File: src/rtl/core/lph_pkg.sv
// ============================================================================
// Linear probe hash table package
// Operation codes, status codes and fixed field widths shared by the block.
// ============================================================================
`default_nettype none

package lph_pkg;

    // Operation field.
    localparam int OP_W = 2;
    localparam logic [OP_W-1:0] OP_INSERT = 2'd0;
    localparam logic [OP_W-1:0] OP_SEARCH = 2'd1;
    localparam logic [OP_W-1:0] OP_UPDATE = 2'd2;
    localparam logic [OP_W-1:0] OP_DELETE = 2'd3;

    // Status field of a result.
    localparam int STATUS_W = 2;
    localparam logic [STATUS_W-1:0] ST_DONE      = 2'd0;
    localparam logic [STATUS_W-1:0] ST_NOT_FOUND = 2'd1;
    localparam logic [STATUS_W-1:0] ST_FULL      = 2'd2;

    // The reported slot index is always this wide.
    localparam int SLOT_W = 4;

endpackage : lph_pkg

`default_nettype wire

File: src/rtl/core/lph_req_if.sv
// ============================================================================
// Linear probe hash table request channel
// Valid/ready channel that carries one table operation per request.
// ============================================================================
`default_nettype none

interface lph_req_if #(
    parameter int KEY_BITS     = 16,
    parameter int PAYLOAD_BITS = 32
);
    logic                      valid;
    logic                      ready;
    logic [lph_pkg::OP_W-1:0]  operation;
    logic [KEY_BITS-1:0]       key;
    logic [PAYLOAD_BITS-1:0]   payload;

    modport source (output valid, output operation, output key, output payload,
                    input ready);
    modport sink   (input valid, input operation, input key, input payload,
                    output ready);
endinterface : lph_req_if

`default_nettype wire

File: src/rtl/core/lph_rsp_if.sv
// ============================================================================
// Linear probe hash table response channel
// Valid/ready channel that carries the result of one table operation.
// ============================================================================
`default_nettype none

interface lph_rsp_if #(
    parameter int PAYLOAD_BITS = 32
);
    logic                          valid;
    logic                          ready;
    logic [lph_pkg::STATUS_W-1:0]  status;
    logic [lph_pkg::SLOT_W-1:0]    slot;
    logic [PAYLOAD_BITS-1:0]       found_payload;

    modport source (output valid, output status, output slot, output found_payload,
                    input ready);
    modport sink   (input valid, input status, input slot, input found_payload,
                    output ready);
endinterface : lph_rsp_if

`default_nettype wire

File: src/rtl/core/linear_probe_hash_table.sv
// ============================================================================
// Linear probe hash table
// Open addressing hash table with linear probing, one operation per request.
// ============================================================================
// Usage:
// Requests arrive on the req channel (operation, key, payload) and each one
// produces exactly one response on the rsp channel (status, slot,
// found_payload). The block works on one request at a time; req.ready is high
// only while the block is idle.
// Steps from an accepted request to a valid response:
//   home slot: the low key bits when TABLE_SIZE is a power of two, else
//   a reciprocal multiply for the quotient, then a multiply and subtract;
//   probe: one RAM read per cycle, the registered
//   read port of the entry RAM setting the pace;
//   output: the result is loaded into the response register once it is free.
// The block returns to idle with that load and takes the next request in the
// cycle after. After reset the block sweeps the entry RAM once to clear every
// valid bit, one slot per cycle; no request is taken during the sweep. The
// response register holds a result until rsp.ready; a new request may be
// accepted meanwhile, and its result waits until the register is free.
// ============================================================================
`default_nettype none

module linear_probe_hash_table #(
    parameter int TABLE_SIZE   = 16,
    parameter int KEY_BITS     = 16,
    parameter int PAYLOAD_BITS = 32
) (
    input wire logic clk,
    input wire logic rst_n,
    lph_req_if.sink  req,
    lph_rsp_if.source rsp
);

    localparam int  IDX_W    = $clog2(TABLE_SIZE);
    localparam int  CNT_W    = $clog2(TABLE_SIZE + 1);
    localparam int  KEXT_W   = (KEY_BITS > IDX_W) ? KEY_BITS : IDX_W;
    localparam int  ENTRY_W  = 1 + KEY_BITS + PAYLOAD_BITS;
    localparam bit  IS_POW2  = ((TABLE_SIZE & (TABLE_SIZE - 1)) == 0);
    localparam int  SHIFT    = KEY_BITS + IDX_W;
    localparam int  RCP_W    = KEY_BITS + 1;
    localparam int  PROD_W   = KEY_BITS + RCP_W;

    localparam logic [IDX_W-1:0]  LAST_IDX = IDX_W'(TABLE_SIZE - 1);
    localparam logic [CNT_W-1:0]  CNT_FULL = CNT_W'(TABLE_SIZE);
    localparam logic [CNT_W-1:0]  CNT_LAST = CNT_W'(TABLE_SIZE - 1);
    localparam logic [KEXT_W-1:0] MOD_DIV  = KEXT_W'(TABLE_SIZE);
    // Rounded-up reciprocal of the table size; exact quotient for every key.
    localparam logic [RCP_W-1:0]  RECIP    =
        RCP_W'(((64'd1 << SHIFT) + 64'(TABLE_SIZE - 1)) / 64'(TABLE_SIZE));

    // Sequencer states.
    localparam logic [2:0] S_CLEAR = 3'd0;
    localparam logic [2:0] S_IDLE  = 3'd1;
    localparam logic [2:0] S_MOD   = 3'd2;
    localparam logic [2:0] S_PROBE = 3'd3;
    localparam logic [2:0] S_OUT   = 3'd4;

    // Control registers.
    logic [2:0]                      state_reg,     state_next;
    logic [IDX_W-1:0]                iss_pos_reg,   iss_pos_next;
    logic [CNT_W-1:0]                iss_cnt_reg,   iss_cnt_next;
    logic                            chk_vld_reg,   chk_vld_next;
    logic [CNT_W-1:0]                chk_cnt_reg,   chk_cnt_next;
    logic                            mod_step_reg,  mod_step_next;
    logic                            rsp_valid_reg, rsp_valid_next;

    // Data registers.
    logic [lph_pkg::OP_W-1:0]        op_reg,        op_next;
    logic [KEY_BITS-1:0]             key_reg,       key_next;
    logic [PAYLOAD_BITS-1:0]         pay_reg,       pay_next;
    logic [KEY_BITS-1:0]             quo_reg,       quo_next;
    logic [IDX_W-1:0]                chk_pos_reg,   chk_pos_next;
    logic [lph_pkg::STATUS_W-1:0]    res_status_reg, res_status_next;
    logic [IDX_W-1:0]                res_slot_reg,  res_slot_next;
    logic [PAYLOAD_BITS-1:0]         res_found_reg, res_found_next;
    logic [lph_pkg::STATUS_W-1:0]    rsp_status_reg, rsp_status_next;
    logic [lph_pkg::SLOT_W-1:0]      rsp_slot_reg,  rsp_slot_next;
    logic [PAYLOAD_BITS-1:0]         rsp_found_reg, rsp_found_next;

    // Entry RAM signals.
    logic                            ram_wr_en;
    logic [IDX_W-1:0]                ram_wr_addr;
    logic [ENTRY_W-1:0]              ram_wr_data;
    logic                            ram_rd_en;
    logic [ENTRY_W-1:0]              ram_rd_data;

    // Datapath helpers.
    logic [KEXT_W-1:0]               key_ext;
    logic [PROD_W-1:0]               mod_prod;
    logic [KEY_BITS-1:0]             mod_quo;
    logic [KEXT_W-1:0]               mod_rem;
    logic                            rd_valid;
    logic [KEY_BITS-1:0]             rd_key;
    logic [PAYLOAD_BITS-1:0]         rd_pay;
    logic                            chk_hit;
    logic                            chk_last;
    logic                            issue;
    logic                            req_fire;

    // Each entry holds a valid bit, the key and the payload.
    lph_ram #(
        .WIDTH (ENTRY_W),
        .DEPTH (TABLE_SIZE)
    ) u_entry_ram (
        .clk     (clk),
        .wr_en   (ram_wr_en),
        .wr_addr (ram_wr_addr),
        .wr_data (ram_wr_data),
        .rd_en   (ram_rd_en),
        .rd_addr (iss_pos_reg),
        .rd_data (ram_rd_data)
    );

    // Handshake and response ports.
    assign req.ready         = (state_reg == S_IDLE);
    assign req_fire          = req.valid && req.ready;
    assign rsp.valid         = rsp_valid_reg;
    assign rsp.status        = rsp_status_reg;
    assign rsp.slot          = rsp_slot_reg;
    assign rsp.found_payload = rsp_found_reg;

    // Remainder unit: quotient by reciprocal multiply, then key minus quotient times size.
    assign key_ext  = KEXT_W'(req.key);
    assign mod_prod = key_reg * RECIP;
    assign mod_quo  = KEY_BITS'(mod_prod >> SHIFT);
    assign mod_rem  = KEXT_W'(key_reg) - KEXT_W'(quo_reg) * MOD_DIV;

    // Compare unit on the entry read in the previous cycle.
    assign rd_valid = ram_rd_data[ENTRY_W-1];
    assign rd_key   = ram_rd_data[KEY_BITS+PAYLOAD_BITS-1:PAYLOAD_BITS];
    assign rd_pay   = ram_rd_data[PAYLOAD_BITS-1:0];
    assign chk_hit  = chk_vld_reg &&
                      ((op_reg == lph_pkg::OP_INSERT) ? !rd_valid
                                                      : (rd_valid && (rd_key == key_reg)));
    assign chk_last = chk_vld_reg && (chk_cnt_reg == CNT_LAST);
    assign issue    = (state_reg == S_PROBE) && (iss_cnt_reg != CNT_FULL) && !chk_hit;

    // Entry RAM access: clearing sweep, probe reads and the final write.
    always_comb
    begin
        ram_rd_en   = issue;
        ram_wr_en   = 1'b0;
        ram_wr_addr = chk_pos_reg;
        ram_wr_data = {(op_reg != lph_pkg::OP_DELETE), key_reg, pay_reg};
        if (state_reg == S_CLEAR)
        begin
            ram_wr_en   = 1'b1;
            ram_wr_addr = iss_pos_reg;
            ram_wr_data = '0;
        end
        else if (chk_hit && (op_reg != lph_pkg::OP_SEARCH))
        begin
            ram_wr_en = 1'b1;
        end
    end

    // Sequencer.
    always_comb
    begin
        state_next      = state_reg;
        iss_pos_next    = iss_pos_reg;
        iss_cnt_next    = iss_cnt_reg;
        chk_vld_next    = 1'b0;
        chk_cnt_next    = chk_cnt_reg;
        mod_step_next   = mod_step_reg;
        op_next         = op_reg;
        key_next        = key_reg;
        pay_next        = pay_reg;
        quo_next        = quo_reg;
        chk_pos_next    = chk_pos_reg;
        res_status_next = res_status_reg;
        res_slot_next   = res_slot_reg;
        res_found_next  = res_found_reg;
        rsp_status_next = rsp_status_reg;
        rsp_slot_next   = rsp_slot_reg;
        rsp_found_next  = rsp_found_reg;
        rsp_valid_next  = rsp_valid_reg && !rsp.ready;

        case (state_reg)
            S_CLEAR:
            begin
                iss_pos_next = iss_pos_reg + 1'b1;
                if (iss_pos_reg == LAST_IDX)
                begin
                    iss_pos_next = '0;
                    state_next   = S_IDLE;
                end
            end

            S_IDLE:
            begin
                if (req_fire)
                begin
                    op_next       = req.operation;
                    key_next      = req.key;
                    pay_next      = req.payload;
                    iss_cnt_next  = '0;
                    chk_cnt_next  = '0;
                    mod_step_next = 1'b0;
                    iss_pos_next  = key_ext[IDX_W-1:0];
                    state_next    = IS_POW2 ? S_PROBE : S_MOD;
                end
            end

            S_MOD:
            begin
                // Forms the quotient, then the remainder from it.
                if (!mod_step_reg)
                begin
                    quo_next      = mod_quo;
                    mod_step_next = 1'b1;
                end
                else
                begin
                    iss_pos_next  = mod_rem[IDX_W-1:0];
                    mod_step_next = 1'b0;
                    state_next    = S_PROBE;
                end
            end

            S_PROBE:
            begin
                // Issue the next read while checking the previous one.
                chk_vld_next = issue;
                chk_pos_next = iss_pos_reg;
                if (issue)
                begin
                    iss_pos_next = (iss_pos_reg == LAST_IDX) ? '0 : iss_pos_reg + 1'b1;
                    iss_cnt_next = iss_cnt_reg + 1'b1;
                end
                if (chk_vld_reg)
                begin
                    chk_cnt_next = chk_cnt_reg + 1'b1;
                end
                if (chk_hit)
                begin
                    res_status_next = lph_pkg::ST_DONE;
                    res_slot_next   = chk_pos_reg;
                    res_found_next  = (op_reg == lph_pkg::OP_SEARCH) ? rd_pay : '0;
                    state_next      = S_OUT;
                end
                else if (chk_last)
                begin
                    res_status_next = (op_reg == lph_pkg::OP_INSERT) ? lph_pkg::ST_FULL
                                                                     : lph_pkg::ST_NOT_FOUND;
                    res_slot_next   = '0;
                    res_found_next  = '0;
                    state_next      = S_OUT;
                end
            end

            S_OUT:
            begin
                // Hand the result over once the response register is free.
                if (!rsp_valid_reg || rsp.ready)
                begin
                    rsp_valid_next  = 1'b1;
                    rsp_status_next = res_status_reg;
                    rsp_slot_next   = lph_pkg::SLOT_W'(res_slot_reg);
                    rsp_found_next  = res_found_reg;
                    state_next      = S_IDLE;
                end
            end

            default:
            begin
                state_next = S_IDLE;
            end
        endcase
    end

    // Control state.
    always_ff @(posedge clk or negedge rst_n)
    begin
        if (!rst_n)
        begin
            state_reg     <= S_CLEAR;
            iss_pos_reg   <= '0;
            iss_cnt_reg   <= '0;
            chk_vld_reg   <= 1'b0;
            chk_cnt_reg   <= '0;
            mod_step_reg  <= 1'b0;
            rsp_valid_reg <= 1'b0;
        end
        else
        begin
            state_reg     <= state_next;
            iss_pos_reg   <= iss_pos_next;
            iss_cnt_reg   <= iss_cnt_next;
            chk_vld_reg   <= chk_vld_next;
            chk_cnt_reg   <= chk_cnt_next;
            mod_step_reg  <= mod_step_next;
            rsp_valid_reg <= rsp_valid_next;
        end
    end

    // Request, result and response data.
    always_ff @(posedge clk)
    begin
        op_reg         <= op_next;
        key_reg        <= key_next;
        pay_reg        <= pay_next;
        quo_reg        <= quo_next;
        chk_pos_reg    <= chk_pos_next;
        res_status_reg <= res_status_next;
        res_slot_reg   <= res_slot_next;
        res_found_reg  <= res_found_next;
        rsp_status_reg <= rsp_status_next;
        rsp_slot_reg   <= rsp_slot_next;
        rsp_found_reg  <= rsp_found_next;
    end

    // An accepted request closes the request channel until its result is staged.
    a_one_request: assert property (@(posedge clk) disable iff (!rst_n)
        req_fire |=> !req.ready)
        else $error("request accepted while another one is in progress");

    // A new response only ever comes from the output step.
    a_rsp_source: assert property (@(posedge clk) disable iff (!rst_n)
        (!rsp_valid_reg && rsp_valid_next) |-> (state_reg == S_OUT))
        else $error("response raised outside the output step");

    // Only an insert can report a full table.
    a_full_insert: assert property (@(posedge clk) disable iff (!rst_n)
        ((state_reg == S_OUT) && (res_status_reg == lph_pkg::ST_FULL))
            |-> (op_reg == lph_pkg::OP_INSERT))
        else $error("full status on a lookup");

    // The table changes only during the sweep or on a probe hit.
    a_ram_write: assert property (@(posedge clk) disable iff (!rst_n)
        ram_wr_en |-> ((state_reg == S_CLEAR) || ((state_reg == S_PROBE) && chk_hit)))
        else $error("entry RAM written outside sweep or hit");

    // A returned payload implies a successful operation.
    a_found_done: assert property (@(posedge clk) disable iff (!rst_n)
        (rsp.valid && (rsp.found_payload != '0)) |-> (rsp.status == lph_pkg::ST_DONE))
        else $error("payload returned with a failing status");

endmodule : linear_probe_hash_table

`default_nettype wire

File: src/rtl/core/lph_ram.sv
// ============================================================================
// Linear probe hash table RAM
// Generic simple dual-port RAM: one write port, one read port, registered read.
// ============================================================================
`default_nettype none

module lph_ram #(
    parameter int WIDTH = 8,
    parameter int DEPTH = 16
) (
    input  wire logic                     clk,
    input  wire logic                     wr_en,
    input  wire logic [$clog2(DEPTH)-1:0] wr_addr,
    input  wire logic [WIDTH-1:0]         wr_data,
    input  wire logic                     rd_en,
    input  wire logic [$clog2(DEPTH)-1:0] rd_addr,
    output logic      [WIDTH-1:0]         rd_data
);

    logic [WIDTH-1:0] mem_reg [DEPTH];

    // Write port.
    always_ff @(posedge clk)
    begin
        if (wr_en)
        begin
            mem_reg[wr_addr] <= wr_data;
        end
    end

    // Registered read port.
    always_ff @(posedge clk)
    begin
        if (rd_en)
        begin
            rd_data <= mem_reg[rd_addr];
        end
    end

endmodule : lph_ram

`default_nettype wire

File: src/flat_wrapper.sv
// flat-port wrapper written by rule: the top's interface ports become plain ports
module linear_probe_hash_table_flat 
#(
    parameter int TABLE_SIZE   = 16,
    parameter int KEY_BITS     = 16,
    parameter int PAYLOAD_BITS = 32
)
  (clk, rst_n, req_valid, req_operation, req_key, req_payload, req_ready, rsp_valid, rsp_status, rsp_slot, rsp_found_payload, rsp_ready);
  lph_req_if #(.KEY_BITS(KEY_BITS), .PAYLOAD_BITS(PAYLOAD_BITS)) req_i ();
  lph_rsp_if #(.PAYLOAD_BITS(PAYLOAD_BITS)) rsp_i ();
  input wire logic clk;
  input wire logic rst_n;
  input wire logic [$bits(req_i.valid)-1:0] req_valid;
  input wire logic [$bits(req_i.operation)-1:0] req_operation;
  input wire logic [$bits(req_i.key)-1:0] req_key;
  input wire logic [$bits(req_i.payload)-1:0] req_payload;
  output wire logic [$bits(req_i.ready)-1:0] req_ready;
  output wire logic [$bits(rsp_i.valid)-1:0] rsp_valid;
  output wire logic [$bits(rsp_i.status)-1:0] rsp_status;
  output wire logic [$bits(rsp_i.slot)-1:0] rsp_slot;
  output wire logic [$bits(rsp_i.found_payload)-1:0] rsp_found_payload;
  input wire logic [$bits(rsp_i.ready)-1:0] rsp_ready;
  assign req_i.valid = req_valid;
  assign req_i.operation = req_operation;
  assign req_i.key = req_key;
  assign req_i.payload = req_payload;
  assign req_ready = req_i.ready;
  assign rsp_valid = rsp_i.valid;
  assign rsp_status = rsp_i.status;
  assign rsp_slot = rsp_i.slot;
  assign rsp_found_payload = rsp_i.found_payload;
  assign rsp_i.ready = rsp_ready;
  linear_probe_hash_table #(.TABLE_SIZE(TABLE_SIZE), .KEY_BITS(KEY_BITS), .PAYLOAD_BITS(PAYLOAD_BITS)) u_core (.clk(clk), .rst_n(rst_n), .req(req_i), .rsp(rsp_i));
endmodule
File: config.mk
export PLATFORM = sky130hd
export DESIGN_NAME = linear_probe_hash_table_flat
export DESIGN_NICKNAME = d
export VERILOG_FILES = /design/src/rtl/core/lph_pkg.sv /design/src/rtl/core/lph_req_if.sv /design/src/rtl/core/lph_rsp_if.sv /design/src/rtl/core/linear_probe_hash_table.sv /design/src/rtl/core/lph_ram.sv /design/src/flat_wrapper.sv
export SDC_FILE = /design/constraint.sdc
export NUM_CORES = 1
export LEC_CHECK = 0
export CAP_MARGIN = 20
export CORE_MARGIN = 2
export CORE_UTILIZATION = 50
export CTS_BUF_LIST = sky130_fd_sc_hd__clkbuf_4
export DETAILED_ROUTE_END_ITERATION = 7
export DONT_BUFFER_PORTS = 1
export PLACE_DENSITY = 0.63
export SLEW_MARGIN = 20
export SYNTH_ARGS = -nofsm -noshare
export SYNTH_HDL_FRONTEND = slang
export SYNTH_SLANG_ARGS = --single-unit
File: constraint.sdc
create_clock -name clk -period 4.85 [get_ports clk]
set_clock_uncertainty 0.1 [all_clocks]
set_input_delay 0.485 -clock clk [delete_from_list [all_inputs] [get_ports clk]]
set_output_delay 0.485 -clock clk [all_outputs]
set_load 0.005 [all_outputs]
* Yosys cells after proc, flatten, opt, wreduce, memory -nomap -nowiden
Memories as Yosys holds them, arrays and structs flattened. A register that Yosys moved wholly into a read port is not among the register bits.
Cells that the tools add are included.
** Word-level totals
- Output and inout port bits :: 40
- Bits in registers :: 150
- RAM bits :: 784
- Memories kept :: 1
- Logic and storage cells :: 104
** Memory list
- u_core.u_entry_ram.mem_reg :: depth 16, bits a word 49, read ports 1, clocked after Yosys merged registers in 1, write ports 1, RTL line lph_ram.sv:20 : logic [WIDTH-1:0] mem_reg [DEPTH];
** Operators by class
- $add $sub $neg :: 4
- Equality and inequality tests :: 18
- Multiplexer cells :: 37
- Reductions and logical operators :: 27
** Operators by type and width (count)
- two-way mux 32 bit :: 3
- two-way mux 49 bit :: 1
- two-way mux 4 bit :: 7
- one-hot mux 5 bit (2 select lines) :: 2
- two-way mux 3 bit :: 6
- equality test 16 bit :: 1
- one-hot mux 4 bit (4 select lines) :: 1
- two-way mux 5 bit :: 3
- one-hot mux 3 bit (5 select lines) :: 1
- adder 5 x 1 -> 5 bit, second input constant :: 2
- two-way mux 1 bit :: 10
- inequality test 2 x 1 -> 1 bit, second input constant :: 5
- logical AND 1 bit :: 8
- AND reduction 2 bit :: 4
- equality test 3 x 2 -> 1 bit, second input constant :: 2
- inequality test 2 bit, second input constant :: 3
- AND reduction 3 bit :: 2
- nonzero test 2 bit :: 3
- equality test 5 x 4 -> 1 bit, second input constant :: 1
- inequality test 5 bit, second input constant :: 1
- AND reduction 5 bit :: 1
- adder 4 x 1 -> 4 bit, second input constant :: 1
- equality test 4 bit, second input constant :: 1
- zero test 1 bit :: 4
- other kinds (12) :: 13

* Depth between registers and ports, before layout
Gate-level depths: netlist (run 1).
- Depth in word-level cells :: 9
- Mapped depth :: 8
- Depth with buffers taken out :: 7

* Cells and area by module
A second synthesis (run 1) with hierarchy kept.
** Second synthesis, totals
- Cell total of the unflattened synthesis :: 1694
- Area total of the unflattened synthesis :: 36961.7 um^2
** Modules (own cells, without submodules)
- lph_ram :: instances 1, area an instance 30828.3 um^2, cells each 1268
- linear_probe_hash_table :: instances 1, area an instance 6133.4 um^2, cells each 426

* Least setup slack after synthesis (run 1)
No wires, ideal clock.
- Kind :: register to register
- From :: register u_core.key_reg[0]
- To :: memory u_core.u_entry_ram.mem_reg[1][0] in the netlist's numbering (enable)
- Setup slack :: 0.517 ns
- Path buffers :: 0
- Clock period less this slack :: 4.333 ns
- Stages on the path, launching flop included :: 7
- Data arrival time :: 3.777 ns
- Cells stage by stage :: edfxtp_1 -> xor2_1 -> nor4_2 -> nand4_2 -> nor3_1 -> a31oi_1 -> nor2_1
** On the way
- Word-level cells in the longest chain between the ends :: 9
** RTL lines
- from (decl) :: RTL line linear_probe_hash_table.sv:70 : logic [KEY_BITS-1:0] key_reg, key_next;
- from (signal assigned) :: RTL line linear_probe_hash_table.sv:302 : key_reg <= key_next;
- equality test 16 bit :: RTL line linear_probe_hash_table.sv:135 : : (rd_valid && (rd_key == key_reg)));
- logical AND 1 bit :: RTL line linear_probe_hash_table.sv:135
- two-way mux 1 bit :: RTL line linear_probe_hash_table.sv:134 : ((op_reg == lph_pkg::OP_INSERT) ? !rd_valid
- logical AND 1 bit :: RTL line linear_probe_hash_table.sv:133 : assign chk_hit = chk_vld_reg &&
- logical AND 1 bit :: RTL line linear_probe_hash_table.sv:152 : else if (chk_hit && (op_reg != lph_pkg::OP_SEARCH))
- two-way mux 1 bit :: RTL line linear_probe_hash_table.sv:152
- two-way mux 1 bit :: RTL line linear_probe_hash_table.sv:146 : if (state_reg == S_CLEAR)
- two-way mux 1 bit :: RTL line lph_ram.sv:25 : if (wr_en)
- two-way mux 1 bit (implied by the code) :: RTL line lph_ram.sv:27 : mem_reg[wr_addr] <= wr_data;
- to (decl) :: RTL line lph_ram.sv:20
Every way passes these cells.

* Worst setup path in the final report (run 1)
- From :: register u_core.key_reg[0]
- To :: memory u_core.u_entry_ram.mem_reg[10][40] in the netlist's numbering (enable)
Same word-level chain as after synthesis.

==> metrics, run 1 <==
GRT overflow 0; H-tree depth 4; cell count of the worst hold path 3; Synth area leader edfxtp_1; Clock Power Share 28.4%; CP required 5.47 ns; Crit Reg-Reg Startpoint u_core.key_reg[0]; die extent in y 276 µm; Die Footprint 76,200 µm²; final instance count without filler cells 3,071; fin util 58.5%; Area contributors post-synth edfxtp_1, mux4_2, dfrtp_1; Final Hold Viols 0; Slew Viols, Final 0; type of origin of the critical path register; Crit Path Category register to register; top cell type's share of synthesized area 78.1%; FF-to-FF path depth 7; Netlist cell types 49; Crit Path Max Fanout 34; top-count cell post-synth edfxtp_1; initial antenna violation count 3; worst path cell trace xor2_1, nor4_2, nand4_2, nor3_1, a31oi_1, nor2_4, buf_12; internal power 16.4 mW; port bufs 0; crit path max-delay cell type nor3_1; wl on met1 31,900 µm; syn nets 1,653; Placed Instances 2,534; Inserted Clock Buffers 238; Post-synth top flop edfxtp_1; Place WS 0.773 ns; Slew @ Worst Pin 1.12 ns; Final setup viols 0; DR pass1 iterations 7; Post-synth top cells edfxtp_1, mux4_2, nor2b_1; Clk Tree Root Cell clkbuf_4; Avg Inst Size Synth 23.2 µm²; GRT Resource Usage Total 20.8%; post_cts resized 0; Initial Util 50.6%; largest net degree at the start of global routing 111; Arrival @ worst endpoint 4.76 ns; YS warnings 0; Buf+Inv Stages, Crit Path 1; Ports 94; DR vias/cell 5.68; DP Area 38,600 µm²; Cell Area, Synth 37,000 µm²; cell count after synthesis 1,594; Num Clock Sinks 983; maximum VDD drop 345 µV; Psw 6.57 mW; register share of total power 47.6%; ratio of final minimum period to clock period 85.5%; Tmin final 4.15 ns; detailed-route via count 17,400; DPL Wire Length 43,700 µm; Pwr Density 537 nW/µm²; Synth-to-Final Area Change 15.5%; Lkg Pwr 13.8 nW; violated checks DRC; delay-heaviest family, CP simple AND/OR/NAND/NOR gates; RSZ-0062 raised after global routing false; Longest Clk Path Bufs 3; r2r endpoint u_core.u_entry_ram.mem_reg[10][40]; fin worst setup slack 0.704 ns; die boundary width 276 µm; Top Metal Used met4; vias in the first global route 18,700; slowest stage delay, CP 0.78 ns; Max Cap Violations 0; WL/cell 25.2 µm; Synth Register Bits 983; DRC 3; Crit. End Element register; Hold Crit Class input pin to register; flop2flop setup slack 0.70 ns; number of flip-flops under the largest register name 784; hold path endpoint u_core.state_reg[2]; logic gate share of total power 24.0%; clock slew at reported path FFs 0.07 ns; initial drt markers 1,705; EDFF count, synth 963; CTS tree yes; remaining antenna violation count after routing 0; Total Wirelength 77,300 µm; register area share after synthesis 79.5%; Rel. slew slack 25.3%; Core Region 73,100 µm²; Routed met3 length 4650 µm; clock latency at the later pin of the worst-skew pair 1.09 ns; global-route wire length before repair 116,000 µm; Final Wtd Congestion 0.819; Post-CTS Hold Buffers 105; share of cells above drive strength 1 34.0%; Max Clock Freq 241 MHz; status finished with violations; sw frac 28.7%; final instance area 42,800 µm²; setup TNS 0 ns; Hold Slack 0.155 ns; met2 wire len 39,400 µm; row count 99; ys async rst share 2.03%; fin nets 1,980; Tot Pwr 22.9 mW; Hold Path Origin rsp_ready; post-CTS setup buffers 0
[cell usage in the layout (no fill, tap or decap), types with 5 or more instances in the layout]
cell type,synthesis,routed
xor2_1,11,11
clkinvlp_4,0,5
clkbuf_4,0,327
dlygate4sd3_1,0,105
a21oi_1,15,15
buf_12,0,13
xnor2_1,5,5
nor2_4,0,17
edfxtp_1,963,963
dfrtp_1,20,17
o21ai_0,9,9
mux4_2,245,245
clkinv_2,0,17
nor2b_1,57,31
nor2_1,40,22
buf_4,0,40
nand2b_1,5,5
ha_1,5,5
nand2_1,21,21
nor2b_2,0,26
nor3_1,8,7
nand3_1,13,13
clkinv_1,0,68
inv_1,17,15
mux2i_1,6,6
a31oi_1,8,8
and2_1,32,32
[worst reg2reg max path, cell delays in order, from the launching register on]
cell	delay, ns
edfxtp_1	0.48
xor2_1	0.21
nor4_2	0.37
nand4_2	0.27
nor3_1	0.78
a31oi_1	0.57
nor2_4	0.62
buf_12	0.34
[power by group through the flow]
stage	combinational (mW)	clock (mW)	sequential, mW
2_1_floorplan	4.04	0	10.8
3_3_place_gp	5.48	0	11.1
3_5_place_dp	5.56	0	11.1
4_1_cts	5.63	6.73	10.9
5_1_grt	5.89	7.18	11.0
6_report	5.50	6.52	10.9
[worst max-delay path by stage]
stage | end | start | cells after the start
CTS | u_core.u_entry_ram.mem_reg[10][13] | u_core.key_reg[0] | 7
detailed placement | u_core.u_entry_ram.mem_reg[10][40] | u_core.key_reg[0] | 7
finish | u_core.u_entry_ram.mem_reg[10][40] | u_core.key_reg[0] | 7
global placement | u_core.u_entry_ram.mem_reg[10][38] | u_core.key_reg[0] | 7
global route | u_core.u_entry_ram.mem_reg[10][40] | u_core.key_reg[0] | 7
floorplan | u_core.u_entry_ram.mem_reg[1][0] | u_core.key_reg[0] | 6
[layout make-up]
cell class                      count  area (µm²)
Tap cell                          959        1200
Sequential cell                   983       29400
Fill cell                        5372       30300
Clock inverter                    101         533
Inverter                           18        70.1
Antenna cell                        3        7.51
Clock buffer                      327        2450
Timing Repair Buffer              159        1620
Multi-Input combinational cell    521        7440
[per-layer routing]
metal  vias to the layer above  GRT usage (%)
met5                         -              0
met4                         0           7.05
met3                       108           4.79
met2                       589           34.4
met1                      9239           27.4
li1                       7513              -
[cells by family after synthesis]
logic type / synth area share, %
and+or+nand+nor: 2.94
xor gates and xnor gates: 0.379
AOI/OAI and AO/OA: 0.916
adders and majority gates: 0.169
muxes: 15.1
DFF: 79.5
buffers and inverters: 0.974
Note: power is estimated with default switching activity, not from simulation.
==> run 2: changes to the inputs <==
clock period = 4.87 ns   (was 4.85 ns; I/O delays follow)
==> metrics, run 2 (synthesized netlist as in run 1, its figures left out) <==
Crit. End Element register; CP required 5.48 ns (about the same); Synth-to-Final Area Change 15.5% (about the same); share of cells above drive strength 1 34.1% (+0.054 points); Arrival @ worst endpoint 4.22 ns (-0.54 ns); Num Clock Sinks 983 (unchanged); worst path cell trace xor2_1, nor4_2, nand4_2, nor3_1, buf_4, a31oi_1, nor2_4, buf_12; Hold Crit Class input pin to register; setup TNS 0 ns (unchanged); Crit Path Max Fanout 19 (-44%); initial antenna violation count 4 (+1); Crit Path Category register to register; Crit Reg-Reg Startpoint u_core.key_reg[0]; logic gate share of total power 23.8% (-0.2 points); Placed Instances 2,529 (-0.20%); type of origin of the critical path register; Tmin final 3.61 ns (-0.537 ns); RSZ-0062 raised after global routing false; Final setup viols 0 (unchanged); Rel. slew slack 26.7% (+1.4 points); port bufs 0 (unchanged); Inserted Clock Buffers 236 (-0.84%); Longest Clk Path Bufs 3 (unchanged); row count 99 (unchanged); number of flip-flops under the largest register name 784 (unchanged); Core Region 73,100 µm² (unchanged); Buf+Inv Stages, Crit Path 2 (+1); maximum VDD drop 371 µV (+7.5%); global-route wire length before repair 117,000 µm (+0.66%); clock slew at reported path FFs 0.07 ns (about the same); Max Clock Freq 277 MHz (+15%); Lkg Pwr 13.8 nW (-0.12%); Die Footprint 76,200 µm² (unchanged); Clk Tree Root Cell clkbuf_4; Hold Path Origin req_valid; die boundary width 276 µm (unchanged); Final Hold Viols 0 (unchanged); Clock Power Share 28.7% (+0.3 points); CTS tree yes; die extent in y 276 µm (unchanged); ratio of final minimum period to clock period 74.1% (-11 points); clock latency at the later pin of the worst-skew pair 1.09 ns (about the same); Multi-input gate area 7440 µm² (about the same); Crit. Startpoint u_core.key_reg[0]; DPL Wire Length 43,200 µm (-1.1%); H-tree depth 4 (unchanged); post-CTS setup buffers 0 (unchanged); status finished with violations; Final Wtd Congestion 0.763 (-6.8%); Slew @ Worst Pin 1.10 ns (-0.0211 ns); delay-heaviest family, CP simple AND/OR/NAND/NOR gates; sw frac 28.2% (-0.40 points); DR vias/cell 5.71 (+0.53%); GRT overflow 0 (unchanged); Slew Viols, Final 0 (unchanged); WL/cell 25.5 µm (+1.3%); violated checks DRC; fin nets 1,973 (-0.35%); Psw 6.44 mW (-2.0%); largest net degree at the start of global routing 94 (-15%); Ports 94 (unchanged); register share of total power 47.5% (about the same); Pwr Density 533 nW/µm² (-0.60%); DR pass1 iterations 8 (+1); Total Wirelength 77,900 µm (+0.69%); slowest stage delay, CP 0.75 ns (-0.03 ns); remaining antenna violation count after routing 0 (unchanged); most common cell after layout, fill and taps aside edfxtp_1; sequential cell area 29,400 µm² (unchanged); Initial Util 50.6% (unchanged); most frequent cells in the layout edfxtp_1, clkbuf_4, mux4_2; vias in the first global route 18,600 (-0.60%); initial drt markers 1,652 (-3.1%); DRC 2 (-1); crit path max-delay cell type nor2_4; GRT Resource Usage Total 21.0% (+0.20 points); number of fill cells 5,407 (+0.65%); Max Cap Violations 0 (unchanged); final instance count without filler cells 3,053 (-0.59%); detailed-route via count 17,400 (-0.063%); internal power 16.4 mW (about the same)
==> run 2: cell types whose count changed in the layout (fill, tap and decap cells not counted), moves of 2 or more <==
cell	change
buf_12	+3
buf_4	-8
bufinv_16	+2
clkinv_1	-15
clkinv_2	+3
inv_8	-2
nor2b_1	+2
nor2b_2	-2
==> run 2: worst register-to-register path: cells and delay by family (launching register included) <==
family / cells / cell delay [ns]
and+or+nand+nor: 4 / 1.67
xor gates and xnor gates: 1 / 0.20
DFF: 1 / 0.46
AOI/OAI and AO/OA: 1 / 0.32
buffers and inverters: 2 / 0.46
==> run 2: what timing repair did <==
item / in CTS / in global routing
hold endpoints to repair: 85 / 0
endpoints found under the setup margin: 0 / 0
gates resized for setup: 0 / 0
hold buffers: 106 / 0
==> run 2: final timing paths <==
path,end,slack (ns),depth (start not counted)
hold / removal,u_core.mod_step_reg,0.22,4
hold reg to reg,u_core.rsp.found_payload[25],0.32,0
setup / recovery,u_core.u_entry_ram.mem_reg[13][12],1.26,8
min in group asynchronous,u_core.iss_pos_reg[3],0.42,2
setup reg to reg,u_core.u_entry_ram.mem_reg[13][12],1.26,8
max in group asynchronous,u_core.iss_pos_reg[1],3.60,2
==> run 2: stage by stage <==
step | cell area (µm²) | util [%] | worst slack [ns] | total power [mW] | hold slack, ns
5_1_grt | 42700 | 58.5 | 1.11 | 23.9 | 0.157
6_report | 42700 | 58.5 | 1.26 | 22.8 | 0.222
3_5_place_dp | 38600 | 52.9 | 1.37 | 16.5 | 0.0917
4_1_cts | 42700 | 58.4 | 1.25 | 23.1 | 0.0648
2_1_floorplan | 37000 | - | 0.537 | 14.8 | 0.0914
3_3_place_gp | 38600 | 52.9 | 1.39 | 16.4 | 0.0918
==> run 2: routing by layer <==
| layer | wire (µm) | share of wire [%] | global-route usage, % |
|---|---|---|---|
| met1 | 32200 | 41 | 27.6 |
| met2 | 40200 | 52 | 35.1 |
| met3 | 4240 | 5.4 | 4.23 |
| met4 | 1250 | 1.6 | 7.48 |
| met5 | 0 | 0 | 0 |
==> run 2: power by group through the flow <==
stage	logic [mW]	registers, mW	clock network, mW
finish	5.44	10.8	6.53
CTS	5.57	10.8	6.74
floorplan	4.02	10.7	0
global placement	5.42	11.0	0
global route	5.84	10.9	7.18
detailed placement	5.49	11.0	0
==> run 2: final cells by class <==
cell class	instances	share of cell area, %
antenna	3	0.0176
clock buffer	328	5.76
clock inverter	87	1.20
inverter	18	0.164
multi-input combinational	521	17.4
sequential	983	68.8
tap	959	2.81
timing repair buffer	154	3.79
==> run 3: changes to the inputs <==
PLACE_DENSITY = 0.66   (was 0.63)
clock period = 2.95 ns   (was 4.87 ns; I/O delays follow)
==> metrics, run 3 (synthesized netlist as in run 1, its figures left out) <==
Synth-to-Final Area Change 18.7%; remaining antenna violation count after routing 0 (unchanged); Slew @ Worst Pin 1.13 ns (+0.0354 ns); RSZ-0062 raised after global routing false; Longest Clk Path Bufs 3 (unchanged); slowest stage delay, CP 0.40 ns (-0.35 ns); most common cell after layout, fill and taps aside edfxtp_1; Inserted Clock Buffers 240 (+1.7%); CP required 3.54 ns (-1.94 ns); Crit Path Category register to register; port bufs 0 (unchanged); Pwr Density 882 nW/µm² (+65%); row count 99 (unchanged); Hold Crit Class input pin to async pin; DP Area 39,700 µm² (+2.9%); Crit. End Element register; GRT Resource Usage Total 21.9% (+0.97 points); die extent in y 276 µm (unchanged); GRT overflow 0 (unchanged); WL/cell 26.2 µm (+2.9%); Num Clock Sinks 983 (unchanged); Tmin final 2.86 ns (-0.750 ns); final instance count without filler cells 3,144 (+3.0%); Final Hold Viols 0 (unchanged); clock latency at the later pin of the worst-skew pair 1.09 ns (about the same); number of flip-flops under the largest register name 784 (unchanged); Rel. slew slack 24.2% (-2.5 points); initial drt markers 1,999 (+21%); initial antenna violation count 4 (unchanged); Final setup viols 0 (unchanged); Slew Viols, Final 0 (unchanged); global-route wire length before repair 121,000 µm (+3.3%); DR pass1 iterations 7 (-1); CTS tree yes; Final Wtd Congestion 0.823 (+7.8%); violated checks DRC; DR vias/cell 5.78 (+1.2%); largest net degree at the start of global routing 51 (-46%); share of cells above drive strength 1 36.4% (+2.3 points); worst path cell trace xor2_1, nor4_2, nand4_2, nor3_4, buf_4, a31oi_2, nor2_4, buf_12; Die Footprint 76,200 µm² (unchanged); detailed-route via count 18,200 (+4.2%); H-tree depth 4 (unchanged); final instance area 43,900 µm² (+2.7%); Arrival @ worst endpoint 3.45 ns (-0.77 ns); Max Clock Freq 350 MHz (+26%); maximum VDD drop 589 µV (+59%); Crit Path Max Fanout 49 (+30); Placed Instances 2,612 (+3.3%); DPL Wire Length 48,600 µm (+12%); Lkg Pwr 14.4 nW (+4.2%); Initial Util 50.6% (unchanged); Clk Tree Root Cell clkbuf_4; ratio of final minimum period to clock period 96.9% (+23 points); status finished with violations; Total Wirelength 82,500 µm (+6.0%); Core Region 73,100 µm² (unchanged); type of origin of the critical path register; die boundary width 276 µm (unchanged); Max Cap Violations 0 (unchanged); fin nets 2,068 (+4.8%); vias in the first global route 18,900 (+1.5%); clock slew at reported path FFs 0.09 ns (+0.02 ns); crit path max-delay cell type edfxtp_1; setup TNS 0 ns (unchanged); DRC 4 (+2); Ports 94 (unchanged); most frequent cells in the layout edfxtp_1, clkbuf_4, mux4_2
## run 3: critical path, delay by kind of cell (launching register included)
kind	cells	cell delay, ns
XOR/XNOR	1	0.19
AO/OA/AOI/OAI	1	0.24
AND/OR/NAND/NOR	4	0.99
flip-flops	1	0.40
buffers and inverters	2	0.51
## run 3: layout make-up
cell class                      instances  area, µm²
Multi-Input combinational cell        521       7440
Clock buffer                          347       2610
Antenna cell                            8       20.0
Sequential cell                       983      29400
Fill cell                            5188      29200
Clock inverter                         63        362
Tap cell                              959       1200
Timing Repair Buffer                  245       2790
Inverter                               18       71.3
## run 3: report_power, final
| group | switching [mW] | internal [mW] | total (mW) |
|---|---|---|---|
| clock network | 5.21 | 5.56 | 10.8 |
| registers | 0.602 | 17.1 | 17.8 |
| logic | 5.28 | 4.95 | 10.2 |
| total | 11.1 | 27.7 | 38.7 |
## run 3: repair_timing
item,CTS,global route
pin swaps,3,3
gates cloned,0,2
hold endpoints to repair,146,20
setup buffers,3,0
hold buffers,108,1
gates resized for setup,0,3
setup endpoints to repair,212,55
## run 3: worst paths after layout
| kind | from | cells after the start | slack, ns | to |
|---|---|---|---|---|
| worst max-delay path | u_core.key_reg[4] | 8 | 0.09 | u_core.u_entry_ram.mem_reg[12][17] |
| worst min-delay path | rst_n | 3 | 0.18 | u_core.state_reg[1] |
| worst max register to register | u_core.key_reg[4] | 8 | 0.09 | u_core.u_entry_ram.mem_reg[12][17] |
| worst min register to register | u_core.res_found_reg[6] | 0 | 0.32 | u_core.rsp.found_payload[6] |
| max in group asynchronous | rst_n | 3 | 2.12 | u_core.chk_vld_reg |
| min in group clk | rsp_ready | 5 | 0.18 | u_core.state_reg[0] |
## run 3: layer usage
layer | wire length, µm | track usage (%) | share of wire [%] | up-vias
met5 | 0 | 0 | 0 | -
met4 | 883 | 6.04 | 1.1 | 0
met3 | 7950 | 6.69 | 9.6 | 74
met2 | 39400 | 33.2 | 48 | 816
met1 | 34200 | 31.3 | 41 | 9612
li1 | - | - | - | 7670
## run 3: per-stage QoR
stage               hold slack, ns  power, mW  worst slack, ns  utilization [%]
floorplan                   -0.101       24.4           0.0194                -
global placement            -0.100       28.0           0.0606             54.4
detailed placement         -0.0997       28.2          0.00574             54.4
CTS                          0.108       39.1           0.0310             59.9
global route                 0.137       40.5          0.00209             60.1
finish                       0.179       38.7           0.0903             60.1
